===== config.mk =====
export PLATFORM = sky130hd
export DESIGN_NAME = midpoint_line_rasterizer
export DESIGN_NICKNAME = d
export VERILOG_FILES = /design/src/rtl/mlr_pkg.sv /design/src/rtl/mlr_front.sv /design/src/rtl/mlr_queue.sv /design/src/rtl/mlr_back.sv /design/src/rtl/midpoint_line_rasterizer.sv
export SDC_FILE = /design/constraint.sdc
export NUM_CORES = 1
export LEC_CHECK = 0
export ABC_AREA = 0
export BUFFER_PORTS_ARGS = -buffer_cell sky130_fd_sc_hd__buf_2
export CAP_MARGIN = 20
export CORE_MARGIN = 3
export CORE_UTILIZATION = 45
export DETAILED_ROUTE_END_ITERATION = 8
export PLACE_DENSITY = 0.59
export RECOVER_POWER = 50
export SLEW_MARGIN = 20
export SYNTH_ARGS = -nofsm -noshare
export SYNTH_HDL_FRONTEND = slang
export SYNTH_SLANG_ARGS = --single-unit

===== constraint.sdc =====
create_clock -name clk -period 8.51 [get_ports clk]
set_input_delay 0 -clock clk [delete_from_list [all_inputs] [get_ports clk]]
set_output_delay 0 -clock clk [all_outputs]
set_load 0.01 [all_outputs]

===== src/rtl/mlr_pkg.sv =====
`timescale 1ns / 1ps
// ----------------------------------------------------------------------------
// mlr_pkg
// Shared types, constants and helpers for the midpoint line rasteriser.
// ----------------------------------------------------------------------------
package mlr_pkg;

  localparam int COORD_BITS = 12;
  localparam int COLOR_BITS = 24;
  // decision variable and increments: sign plus two guard bits over a coordinate
  localparam int DEC_BITS   = COORD_BITS + 3;

  // queue between classifier and stepper
  localparam int Q_DEPTH    = 2;
  localparam int Q_PTR_BITS = $clog2(Q_DEPTH);
  localparam int Q_CNT_BITS = $clog2(Q_DEPTH + 1);

  typedef logic [COORD_BITS-1:0]      coord_t;
  typedef logic [COLOR_BITS-1:0]      color_t;
  typedef logic signed [DEC_BITS-1:0] dec_t;

  // function codes of an input transaction
  localparam logic FUNC_START = 1'b0;
  localparam logic FUNC_STEP  = 1'b1;

  typedef enum logic [2:0] {
    MODE_SHALLOW_UP   = 3'd0,
    MODE_SHALLOW_DOWN = 3'd1,
    MODE_STEEP_UP     = 3'd2,
    MODE_STEEP_DOWN   = 3'd3,
    MODE_VERTICAL     = 3'd4,
    MODE_HORIZONTAL   = 3'd5
  } mode_t;

  // classified item as held in the queue
  typedef struct packed {
    logic   start;
    coord_t cur_x;
    coord_t cur_y;
    coord_t major_end;
    dec_t   decision;
    dec_t   inc_straight;
    dec_t   inc_diagonal;
    mode_t  mode;
    color_t color;
  } qentry_t;

  // queue status seen by the top level
  typedef struct packed {
    logic                  full;
    logic                  empty;
    logic [Q_CNT_BITS-1:0] count;
  } qstat_t;

  // major axis is y for steep and vertical lines
  function automatic logic is_steep(input mode_t m);
    return (m == MODE_STEEP_UP) || (m == MODE_STEEP_DOWN) || (m == MODE_VERTICAL);
  endfunction

  function automatic logic is_down(input mode_t m);
    return (m == MODE_SHALLOW_DOWN) || (m == MODE_STEEP_DOWN);
  endfunction

endpackage


===== src/rtl/mlr_front.sv =====
`timescale 1ns / 1ps
// ----------------------------------------------------------------------------
// mlr_front
// Front end: classifies a start transaction into line mode and sets up the
// midpoint decision terms; step transactions pass through as a flag.
// ----------------------------------------------------------------------------
module mlr_front
  import mlr_pkg::*;
(
  input  logic    in_valid,
  output logic    in_ready,
  input  logic    in_func,
  input  coord_t  in_x_start,
  input  coord_t  in_y_start,
  input  coord_t  in_x_end,
  input  coord_t  in_y_end,
  input  color_t  in_line_color,
  output logic    wr_valid,
  input  logic    wr_ready,
  output qentry_t wr_entry
);

  localparam int EXT_BITS = DEC_BITS - COORD_BITS;

  logic   swap;
  coord_t ax1, ay1, ax2, ay2;
  coord_t adx, ady;
  logic   down;
  dec_t   adx_e, ady_e;

  assign in_ready = wr_ready;
  assign wr_valid = in_valid;

  // order endpoints so that x ascends, then take absolute deltas
  always_comb begin
    swap  = (in_x_end < in_x_start);
    ax1   = swap ? in_x_end   : in_x_start;
    ay1   = swap ? in_y_end   : in_y_start;
    ax2   = swap ? in_x_start : in_x_end;
    ay2   = swap ? in_y_start : in_y_end;
    adx   = ax2 - ax1;
    down  = (ay2 < ay1);
    ady   = down ? (ay1 - ay2) : (ay2 - ay1);
    adx_e = dec_t'({{EXT_BITS{1'b0}}, adx});
    ady_e = dec_t'({{EXT_BITS{1'b0}}, ady});
  end

  // mode and decision set-up
  always_comb begin
    wr_entry              = '0;
    wr_entry.start        = (in_func == FUNC_START);
    wr_entry.color        = in_line_color;
    if (in_x_start == in_x_end) begin
      wr_entry.mode      = MODE_VERTICAL;
      wr_entry.cur_x     = in_x_start;
      wr_entry.cur_y     = (in_y_start < in_y_end) ? in_y_start : in_y_end;
      wr_entry.major_end = (in_y_start < in_y_end) ? in_y_end : in_y_start;
    end else if (in_y_start == in_y_end) begin
      wr_entry.mode      = MODE_HORIZONTAL;
      wr_entry.cur_y     = in_y_start;
      wr_entry.cur_x     = ax1;
      wr_entry.major_end = ax2;
    end else begin
      wr_entry.cur_x = ax1;
      wr_entry.cur_y = ay1;
      if (adx > ady) begin
        wr_entry.mode         = down ? MODE_SHALLOW_DOWN : MODE_SHALLOW_UP;
        wr_entry.decision     = (ady_e <<< 1) - adx_e;
        wr_entry.inc_straight = ady_e <<< 1;
        wr_entry.inc_diagonal = (ady_e - adx_e) <<< 1;
        wr_entry.major_end    = ax2;
      end else begin
        wr_entry.mode         = down ? MODE_STEEP_DOWN : MODE_STEEP_UP;
        wr_entry.decision     = (adx_e <<< 1) - ady_e;
        wr_entry.inc_straight = adx_e <<< 1;
        wr_entry.inc_diagonal = (adx_e - ady_e) <<< 1;
        wr_entry.major_end    = ay2;
      end
    end
  end

endmodule


===== src/rtl/mlr_queue.sv =====
`timescale 1ns / 1ps
// ----------------------------------------------------------------------------
// mlr_queue
// Short FIFO between classifier and stepper so each side stalls on its own.
// ----------------------------------------------------------------------------
module mlr_queue
  import mlr_pkg::*;
(
  input  logic    clk,
  input  logic    rst_n,
  input  logic    wr_valid,
  output logic    wr_ready,
  input  qentry_t wr_entry,
  output logic    rd_valid,
  input  logic    rd_ready,
  output qentry_t rd_entry,
  output qstat_t  stat
);

  localparam logic [Q_PTR_BITS-1:0] PTR_LAST = Q_PTR_BITS'(Q_DEPTH - 1);
  localparam logic [Q_CNT_BITS-1:0] CNT_FULL = Q_CNT_BITS'(Q_DEPTH);

  qentry_t               mem_r [Q_DEPTH];
  logic [Q_PTR_BITS-1:0] wr_ptr_r, wr_ptr_nxt;
  logic [Q_PTR_BITS-1:0] rd_ptr_r, rd_ptr_nxt;
  logic [Q_CNT_BITS-1:0] count_r, count_nxt;
  logic                  wr_en, rd_en;

  assign stat.full  = (count_r == CNT_FULL);
  assign stat.empty = (count_r == '0);
  assign stat.count = count_r;

  assign wr_ready = !stat.full;
  assign rd_valid = !stat.empty;
  assign rd_entry = mem_r[rd_ptr_r];

  assign wr_en = wr_valid && wr_ready;
  assign rd_en = rd_valid && rd_ready;

  // pointer and fill count update
  always_comb begin
    wr_ptr_nxt = wr_ptr_r;
    rd_ptr_nxt = rd_ptr_r;
    count_nxt  = count_r;
    if (wr_en) begin
      wr_ptr_nxt = (wr_ptr_r == PTR_LAST) ? '0 : wr_ptr_r + 1'b1;
    end
    if (rd_en) begin
      rd_ptr_nxt = (rd_ptr_r == PTR_LAST) ? '0 : rd_ptr_r + 1'b1;
    end
    if (wr_en && !rd_en) begin
      count_nxt = count_r + 1'b1;
    end else if (rd_en && !wr_en) begin
      count_nxt = count_r - 1'b1;
    end
  end

  always_ff @(posedge clk) begin
    if (!rst_n) begin
      wr_ptr_r <= '0;
      rd_ptr_r <= '0;
      count_r  <= '0;
    end else begin
      wr_ptr_r <= wr_ptr_nxt;
      rd_ptr_r <= rd_ptr_nxt;
      count_r  <= count_nxt;
    end
  end

  // storage, no reset needed
  always_ff @(posedge clk) begin
    if (wr_en) begin
      mem_r[wr_ptr_r] <= wr_entry;
    end
  end

endmodule


===== src/rtl/mlr_back.sv =====
`timescale 1ns / 1ps
// ----------------------------------------------------------------------------
// mlr_back
// Back end: holds the line in progress, loads it on a start transaction, takes
// one midpoint step per step transaction and registers the resulting pixel.
// ----------------------------------------------------------------------------
module mlr_back
  import mlr_pkg::*;
(
  input  logic    clk,
  input  logic    rst_n,
  input  logic    rd_valid,
  output logic    rd_ready,
  input  qentry_t rd_entry,
  output logic    out_valid,
  input  logic    out_ready,
  output coord_t  out_pixel_x,
  output coord_t  out_pixel_y,
  output color_t  out_pixel_color,
  output logic    out_pixel_valid,
  output logic    out_last_pixel
);

  // line state
  coord_t cur_x_r, cur_x_nxt;
  coord_t cur_y_r, cur_y_nxt;
  coord_t major_end_r, major_end_nxt;
  dec_t   decision_r, decision_nxt;
  dec_t   inc_straight_r, inc_straight_nxt;
  dec_t   inc_diagonal_r, inc_diagonal_nxt;
  mode_t  mode_r, mode_nxt;
  color_t held_color_r, held_color_nxt;
  logic   active_r, active_nxt;

  // output register
  logic   out_valid_r;
  coord_t pix_x_r, pix_x_nxt;
  coord_t pix_y_r, pix_y_nxt;
  color_t pix_color_r, pix_color_nxt;
  logic   pix_valid_r, pix_valid_nxt;
  logic   last_r, last_nxt;

  logic   pop;
  logic   diag;
  logic   emit;
  logic   last;
  coord_t major;

  assign rd_ready = !out_valid_r || out_ready;
  assign pop      = rd_valid && rd_ready;

  // next line state and pixel
  always_comb begin
    cur_x_nxt        = cur_x_r;
    cur_y_nxt        = cur_y_r;
    major_end_nxt    = major_end_r;
    decision_nxt     = decision_r;
    inc_straight_nxt = inc_straight_r;
    inc_diagonal_nxt = inc_diagonal_r;
    mode_nxt         = mode_r;
    held_color_nxt   = held_color_r;
    active_nxt       = active_r;
    diag             = (decision_r > 0);
    emit             = 1'b0;

    if (rd_entry.start) begin
      // new line abandons any line in progress
      cur_x_nxt        = rd_entry.cur_x;
      cur_y_nxt        = rd_entry.cur_y;
      major_end_nxt    = rd_entry.major_end;
      decision_nxt     = rd_entry.decision;
      inc_straight_nxt = rd_entry.inc_straight;
      inc_diagonal_nxt = rd_entry.inc_diagonal;
      mode_nxt         = rd_entry.mode;
      held_color_nxt   = rd_entry.color;
      emit             = 1'b1;
    end else if (active_r) begin
      decision_nxt = decision_r + (diag ? inc_diagonal_r : inc_straight_r);
      if (is_steep(mode_r)) begin
        cur_y_nxt = is_down(mode_r) ? cur_y_r - 1'b1 : cur_y_r + 1'b1;
        if (diag) begin
          cur_x_nxt = cur_x_r + 1'b1;
        end
      end else begin
        cur_x_nxt = cur_x_r + 1'b1;
        if (diag) begin
          cur_y_nxt = is_down(mode_r) ? cur_y_r - 1'b1 : cur_y_r + 1'b1;
        end
      end
      emit = 1'b1;
    end

    major = is_steep(mode_nxt) ? cur_y_nxt : cur_x_nxt;
    last  = (major == major_end_nxt);
    if (emit) begin
      active_nxt = !last;
    end

    // step with no line in progress gives an all-zero result
    pix_x_nxt     = emit ? cur_x_nxt      : '0;
    pix_y_nxt     = emit ? cur_y_nxt      : '0;
    pix_color_nxt = emit ? held_color_nxt : '0;
    pix_valid_nxt = emit;
    last_nxt      = emit && last;
  end

  always_ff @(posedge clk) begin
    if (!rst_n) begin
      cur_x_r        <= '0;
      cur_y_r        <= '0;
      major_end_r    <= '0;
      decision_r     <= '0;
      inc_straight_r <= '0;
      inc_diagonal_r <= '0;
      mode_r         <= MODE_SHALLOW_UP;
      held_color_r   <= '0;
      active_r       <= 1'b0;
    end else if (pop) begin
      cur_x_r        <= cur_x_nxt;
      cur_y_r        <= cur_y_nxt;
      major_end_r    <= major_end_nxt;
      decision_r     <= decision_nxt;
      inc_straight_r <= inc_straight_nxt;
      inc_diagonal_r <= inc_diagonal_nxt;
      mode_r         <= mode_nxt;
      held_color_r   <= held_color_nxt;
      active_r       <= active_nxt;
    end
  end

  // result register valid
  always_ff @(posedge clk) begin
    if (!rst_n) begin
      out_valid_r <= 1'b0;
    end else if (rd_ready) begin
      out_valid_r <= rd_valid;
    end
  end

  // result payload
  always_ff @(posedge clk) begin
    if (pop) begin
      pix_x_r     <= pix_x_nxt;
      pix_y_r     <= pix_y_nxt;
      pix_color_r <= pix_color_nxt;
      pix_valid_r <= pix_valid_nxt;
      last_r      <= last_nxt;
    end
  end

  assign out_valid       = out_valid_r;
  assign out_pixel_x     = pix_x_r;
  assign out_pixel_y     = pix_y_r;
  assign out_pixel_color = pix_color_r;
  assign out_pixel_valid = pix_valid_r;
  assign out_last_pixel  = last_r;

endmodule


===== src/rtl/midpoint_line_rasterizer.sv =====
`timescale 1ns / 1ps
// ----------------------------------------------------------------------------
// midpoint_line_rasterizer
// Midpoint line generator, one pixel per transaction, all octants.
//
//   Channel  Direction  Handshake            Payload
//   in_      input      in_valid/in_ready    func, endpoints, line_color
//   out_     output     out_valid/out_ready  pixel x/y/color, pixel_valid, last
//
// One transaction per clock sustained while out_ready stays high; each step is
// one add and compare on the stepper's registered line state.
// The classifier writes into a 2-deep queue, and the stepper reads it into
// the output register.
// Reset (rst_n, synchronous) empties the queue and output and ends any line.
// Either side may stall; the queue absorbs up to two transactions.
// ----------------------------------------------------------------------------
module midpoint_line_rasterizer
  import mlr_pkg::*;
(
  input  logic   clk,
  input  logic   rst_n,
  input  logic   in_valid,
  output logic   in_ready,
  input  logic   in_func,
  input  coord_t in_x_start,
  input  coord_t in_y_start,
  input  coord_t in_x_end,
  input  coord_t in_y_end,
  input  color_t in_line_color,
  output logic   out_valid,
  input  logic   out_ready,
  output coord_t out_pixel_x,
  output coord_t out_pixel_y,
  output color_t out_pixel_color,
  output logic   out_pixel_valid,
  output logic   out_last_pixel
);

  logic    wr_valid, wr_ready;
  qentry_t wr_entry;
  logic    rd_valid, rd_ready;
  qentry_t rd_entry;
  qstat_t  q_stat;

  mlr_front u_front (
    .in_valid      (in_valid),
    .in_ready      (in_ready),
    .in_func       (in_func),
    .in_x_start    (in_x_start),
    .in_y_start    (in_y_start),
    .in_x_end      (in_x_end),
    .in_y_end      (in_y_end),
    .in_line_color (in_line_color),
    .wr_valid      (wr_valid),
    .wr_ready      (wr_ready),
    .wr_entry      (wr_entry)
  );

  mlr_queue u_queue (
    .clk      (clk),
    .rst_n    (rst_n),
    .wr_valid (wr_valid),
    .wr_ready (wr_ready),
    .wr_entry (wr_entry),
    .rd_valid (rd_valid),
    .rd_ready (rd_ready),
    .rd_entry (rd_entry),
    .stat     (q_stat)
  );

  mlr_back u_back (
    .clk             (clk),
    .rst_n           (rst_n),
    .rd_valid        (rd_valid),
    .rd_ready        (rd_ready),
    .rd_entry        (rd_entry),
    .out_valid       (out_valid),
    .out_ready       (out_ready),
    .out_pixel_x     (out_pixel_x),
    .out_pixel_y     (out_pixel_y),
    .out_pixel_color (out_pixel_color),
    .out_pixel_valid (out_pixel_valid),
    .out_last_pixel  (out_last_pixel)
  );

  // a result without a pixel carries all-zero fields
  a_invalid_zero: assert property (@(posedge clk) disable iff (!rst_n)
    out_valid && !out_pixel_valid |->
      (out_pixel_x == '0) && (out_pixel_y == '0) &&
      (out_pixel_color == '0) && !out_last_pixel)
    else $error("invalid result carries non-zero fields");

  // last flag only on a real pixel
  a_last_valid: assert property (@(posedge clk) disable iff (!rst_n)
    out_valid && out_last_pixel |-> out_pixel_valid)
    else $error("last_pixel set on invalid result");

  // an accepted transaction into an empty queue leaves it non-empty
  a_queue_fill: assert property (@(posedge clk) disable iff (!rst_n)
    in_valid && in_ready && q_stat.empty |=> !q_stat.empty)
    else $error("accepted transaction lost before queue");

  // fill count stays within depth and input ready tracks it
  a_queue_bound: assert property (@(posedge clk) disable iff (!rst_n)
    (q_stat.count <= Q_CNT_BITS'(Q_DEPTH)) && (in_ready == !q_stat.full))
    else $error("queue fill count out of range");

endmodule

==> impl_metrics.toml, run 1 <==
[detailed_routing]
firstDrtPassIters = 6
initialDrtViolationCount = 1443
wl_met1_mm = 27.1
drcViolationCount = 0
wl_met3_mm = 3.71
dr_total_vias = 16600
met2RoutedLength_mm = 28.7
drt_wl_total_mm = 60.6
detail-route-antenna-nets = 0
avgRoutedWirePerCell_microns = 21.1
top_layer = "met4"
via_per_inst = 5.78

[clock_network]
post_cts_resized = 0
clockBufferDepth = 3
cts.sinks = 366
cts_tree = "yes"
cts_buffers = 40
insertion_delay_ns = 0.56
clk_pin_slew_ns = 0.06
clock-root-buffer = "clkbuf_16"
htree_levels = 2

[worst_hold_path]
hold_class = "input port to register"
min_path_cells = 5

[pwr]
ir_worst_vdd_v = 0.000339
powerDensity_nw_per_um2 = 377
leakage_nw = 9.98

[critical_path]
crit_type = "input port to register"
rrSetupSlack_ns = 2.51
critPathCaptureType = "register"
cpPeakStageDelay_ns = 0.75
critPathMaxFanout = 18
start_kind = "input port"
required_ns = 8.81
critPathArrivalTime_ns = 8.36
crit_top_cell = "nand2_1"
critPathSlowestCell = "o211ai_2"
reg2reg_depth = 5

[sta]
fin_tns_setup_ns = 0
skew_ns = 0.0178
hold_viol_final = 0
fin_crit_sh = 0.948
min_period_ns = 8.06
tightest_slew_ns = 3.66
setup_violations = 0
rsz0062_at_grt = "false"
slew_headroom = -1.44
fmax_ghz = 0.124
maxSlewViolCount = 319

[final_layout]
mostFrequentLayoutCell = "edfxtp_1"
register_area_sq_um = 9890
nFillCells = 4110
drive_gt1_frac = 0.0962
final_cell_mix = "edfxtp_1, nand2_1, a21oi_1"
antenna_cells = 0
syn_to_final_growth_pct = 14.7
fin_cells = 2877
multiInputGateArea_sq_um = 10500
nNetsFinal = 2423

[die]
die_area_sq_um = 49800
die_w_microns = 223
rows = 78
die_h_microns = 223
start_util = 0.462
ios = 129
core_area_sq_um = 46000

[yosys]
synth_ff_type = "edfxtp_1"
synth_top_area_frac = 0.362
ys_warn_count = 0
synth.top_cells.by_area = "edfxtp_1, dfxtp_1, ha_1"
postSynthAreaPerCell_sq_um = 10.1
synth_top_cell_by_area = "edfxtp_1"
syn-instance-count = 2099
synth_area_sq_um = 21200
synth_edf_count = 256
ys_seq_elements = 366
ys_seq_area_frac = 0.466
ys_types = 87
async_flop_share = 0
syn_nets = 2277

[grt]
grt_max_degree = 106
grt-ovfl-total = 0
track_usage = 0.239
grt_pass1_wl_mm = 94.3
grt_pass1_vias = 16300
grt_antenna_before_repair = 0

[place]
hpwl_mm = 43.1
globalplace.congestion = 0.966
dp_cells = 2738
io_buffers = 128

[status]
status = "finished, violations left"
failed_checks = "capacitance limit, slew limit"

[run]
cap_violations = 6
final cells by class:
| class | instances | share of cell area |
|---|---|---|
| multi-input cells | 1515 | 0.432 |
| flip-flops and latches | 366 | 0.407 |
| repair buffers | 220 | 0.0577 |
| clock buffers | 54 | 0.0462 |
| well taps | 600 | 0.0309 |
| inverters | 102 | 0.0157 |
| clock inverters | 20 | 0.0112 |
worst paths after layout:
check / from / end
max: in_x_end[9] / u_queue.mem_r[0][73]
max reg2reg: u_queue.count_r[0] / u_queue.mem_r[0][77]
min reg2reg: u_back.cur_y_r[2] / u_back.cur_y_r[2]
min: in_x_start[11] / u_queue.mem_r[1][83]
cell families after synthesis:
kind of cell | Yosys count | share of synthesized area
XOR/XNOR | 96 | 0.0412
AO/OA/AOI/OAI | 626 | 0.203
buffers and inverters | 218 | 0.0413
adder cells (fa/ha/maj) | 102 | 0.0615
multiplexers | 137 | 0.0660
flip-flops | 366 | 0.466
AND/OR/NAND/NOR | 554 | 0.121
cell usage after synthesis (all sizes together), types with 13 or more instances:
cell type	n
a21oi	196
a31o	14
nor2	112
clkbuf	80
nand2	256
xor2	22
a211oi	25
and2	32
a31oi	15
o21bai	16
a21o	31
edfxtp	256
mux2i	114
nand2b	15
a221oi	29
nor2b	29
mux2	23
nand3	24
xnor2	73
o21ai	113
nor3	16
a21boi	26
o211ai	14
o211a	71
dfxtp	110
ha	97
nand4	13
inv	101
buf	36
what timing repair did:
item,in CTS,in global routing
hold buffers,64,0
buffers inserted,0,0
hold endpoints to repair,150,0
critical path: cells and delay by family:
family | cells | cell delay, ns
AO/OA/AOI/OAI | 13 | 3.34
adder cells (fa/ha/maj) | 3 | 1.04
multiplexers | 2 | 0.56
buffers and inverters | 4 | 1.64
XOR/XNOR | 1 | 0.41
AND/OR/NAND/NOR | 7 | 1.34
report_power, final:
part | switching (mW) | total [mW] | internal, mW
logic | 2.72 | 4.34 | 1.62
clock network | 0.721 | 1.81 | 1.09
registers | 0.248 | 3.01 | 2.76
total | 3.69 | 9.16 | 5.48
per-stage QoR:
stage	cell area [sq um]	hold slack [ns]	utilization	worst slack [ns]	power [mW]
6_report	24300	0.0556	0.529	0.447	9.16
4_1_cts	24400	0.0136	0.531	0.641	9.20
3_5_place_dp	22400	0.195	0.487	1.02	7.31
5_1_grt	24300	0.0299	0.529	0.0218	9.80
2_1_floorplan	21200	0.0989	-	1.86	6.06
3_3_place_gp	22400	0.188	0.487	1.23	7.22
layer usage:
metal | up-vias | GRT usage
met2 | 548 | 0.396
met4 | 0 | 0.0634
met5 | - | 0
li1 | 8012 | -
met3 | 75 | 0.0379
met1 | 7999 | 0.326
flip-flops by register name, indices dropped and copies added, names as in the netlist, 13 cells and up, named ones only:
signal,flops
u_queue.mem_r,206
u_back.held_color_r,24
u_back.decision_r,15
u_back.inc_diagonal_r,13
u_back.out_pixel_color,24
(Power assumes the default switching activity.)
==> run 2: changes to the inputs <==
Settings changed: RECOVER_POWER 50 to not set.
==> run 2 against run 1 <==
The run now ends clean. Routed wire length about the same. Largest cell class unchanged. Global-route usage did not move. Largest power group unchanged. Highest routed layer unchanged. Critical path depth unchanged. Sequential power about the same. Worst setup slack barely moved.
==> impl_metrics.toml, run 2 (same netlist as run 1, synthesis figures left out) <==
[status]
status = "completed"

[sta]
min_period_ns = 8.06
slew_headroom = 0.290
fmax_ghz = 0.124
fin_crit_sh = 0.947
tightest_slew_ns = 1.06
maxSlewViolCount = 0
rsz0062_at_grt = "false"
fin_tns_setup_ns = 0
hold_viol_final = 0
fin_ws_ns = 0.447
setup_violations = 0
skew_ns = 0.0165
holdWs_ns = 0.0589

[clock_network]
cts_buffers = 40
clk_pin_slew_ns = 0.06
post_cts_resized = 0
htree_levels = 2
postCtsSetupRepairBufs = 0
clockBufferDepth = 3
insertion_delay_ns = 0.56
clock-root-buffer = "clkbuf_16"
cts_tree = "yes"
cts.sinks = 366
hold_buffers = 64

[pwr]
seq_power_share = 0.325
powerDensity_nw_per_um2 = 375
p_clk_frac = 0.197
swShare = 0.402
total_power_mw = 9.17
leakage_nw = 10.2
power.internal_mw = 5.49
ir_worst_vdd_v = 0.000357
p_sw_mw = 3.68
comb_power_share = 0.477

[grt]
grt_max_degree = 106
grt-ovfl-total = 0
grt_pass1_vias = 16300
grt_antenna_before_repair = 0
grt_pass1_wl_mm = 94.3
track_usage = 0.239

[die]
ios = 129
core_area_sq_um = 46000
rows = 78
die_area_sq_um = 49800
start_util = 0.462
die_w_microns = 223
die_h_microns = 223

[detailed_routing]
dr_total_vias = 16600
firstDrtPassIters = 7
via_per_inst = 5.78
initialDrtViolationCount = 1487
avgRoutedWirePerCell_microns = 21.0
drcViolationCount = 0
drt_wl_total_mm = 60.6
detail-route-antenna-nets = 0

[critical_path]
cpPeakStageDelay_ns = 0.75
critPathArrivalTime_ns = 8.36
crit_top_cell = "nand2_1"
crit_type = "input port to register"
start_kind = "input port"
required_ns = 8.81
critPathSlowestCell = "o211ai_2"
critPathCaptureType = "register"
critPathMaxFanout = 18

[worst_hold_path]
hold_class = "input port to register"

[place]
post_dp_cell_area_sq_um = 22400
globalplace.congestion = 0.966
io_buffers = 128
hpwl_mm = 43.1
preCtsSetupSlack_ns = 1.02

[final_layout]
nFillCells = 4083
postLayoutCellArea_sq_um = 24400
drive_gt1_frac = 0.130
antenna_cells = 0
syn_to_final_growth_pct = 15.2
largest_reg_flops = 206
final_cell_mix = "edfxtp_1, nand2_1, a21oi_1"
nNetsFinal = 2423
mostFrequentLayoutCell = "edfxtp_1"
largest_register = "u_queue.mem_r"

[run]
cap_violations = 0
run 2: power groups by stage:
stage               clock (mW)  combinational [mW]  sequential, mW
finish                    1.81                4.38            2.98
global route              1.93                4.83            3.04
CTS                       1.85                4.36            2.98
detailed placement           0                4.29            3.02
global placement             0                4.22            3.00
floorplan                    0                3.03            3.03
run 2: through the flow:
step | utilization | instances
5_1_grt | 0.532 | 2877
3_3_place_gp | 0.487 | 2738
3_5_place_dp | 0.487 | 2738
6_report | 0.532 | 2877
2_1_floorplan | - | 2099
4_1_cts | 0.531 | 2876
run 2: area by class of cell:
| cell class | instances | area (sq um) | area share |
|---|---|---|---|
| multi-input cells | 1515 | 10500 | 0.430 |
| repair buffers | 220 | 1510 | 0.0616 |
| inverters | 102 | 383 | 0.0157 |
| well taps | 600 | 751 | 0.0307 |
| clock buffers | 54 | 1120 | 0.0460 |
| clock inverters | 20 | 272 | 0.0111 |
| flip-flops and latches | 366 | 9890 | 0.405 |
run 2: final timing paths:
path | to | from | slack [ns] | cells past startpoint
setup / recovery | u_queue.mem_r[1][73] | in_x_end[9] | 0.45 | 30
hold / removal | u_queue.mem_r[0][83] | in_x_start[11] | 0.06 | 5
setup reg to reg | u_back.out_last_pixel | u_back.mode_r[0] | 3.49 | 15
hold reg to reg | u_back.cur_y_r[2] | u_back.cur_y_r[2] | 0.49 | 2
run 2: per-layer routing:
layer,wire length [microns],track usage
met5,0,0
met4,1180,0.0634
met3,3750,0.0379
met2,28500,0.396
met1,27100,0.326
run 2: critical path, delay by kind of cell:
| kind | cells | cell delay, ns |
|---|---|---|
| AOI/OAI and AO/OA | 13 | 3.33 |
| and+or+nand+nor | 7 | 1.33 |
| buffers and inverters | 4 | 1.65 |
| adders and majority gates | 3 | 1.04 |
| muxes | 2 | 0.57 |
| xor gates and xnor gates | 1 | 0.41 |
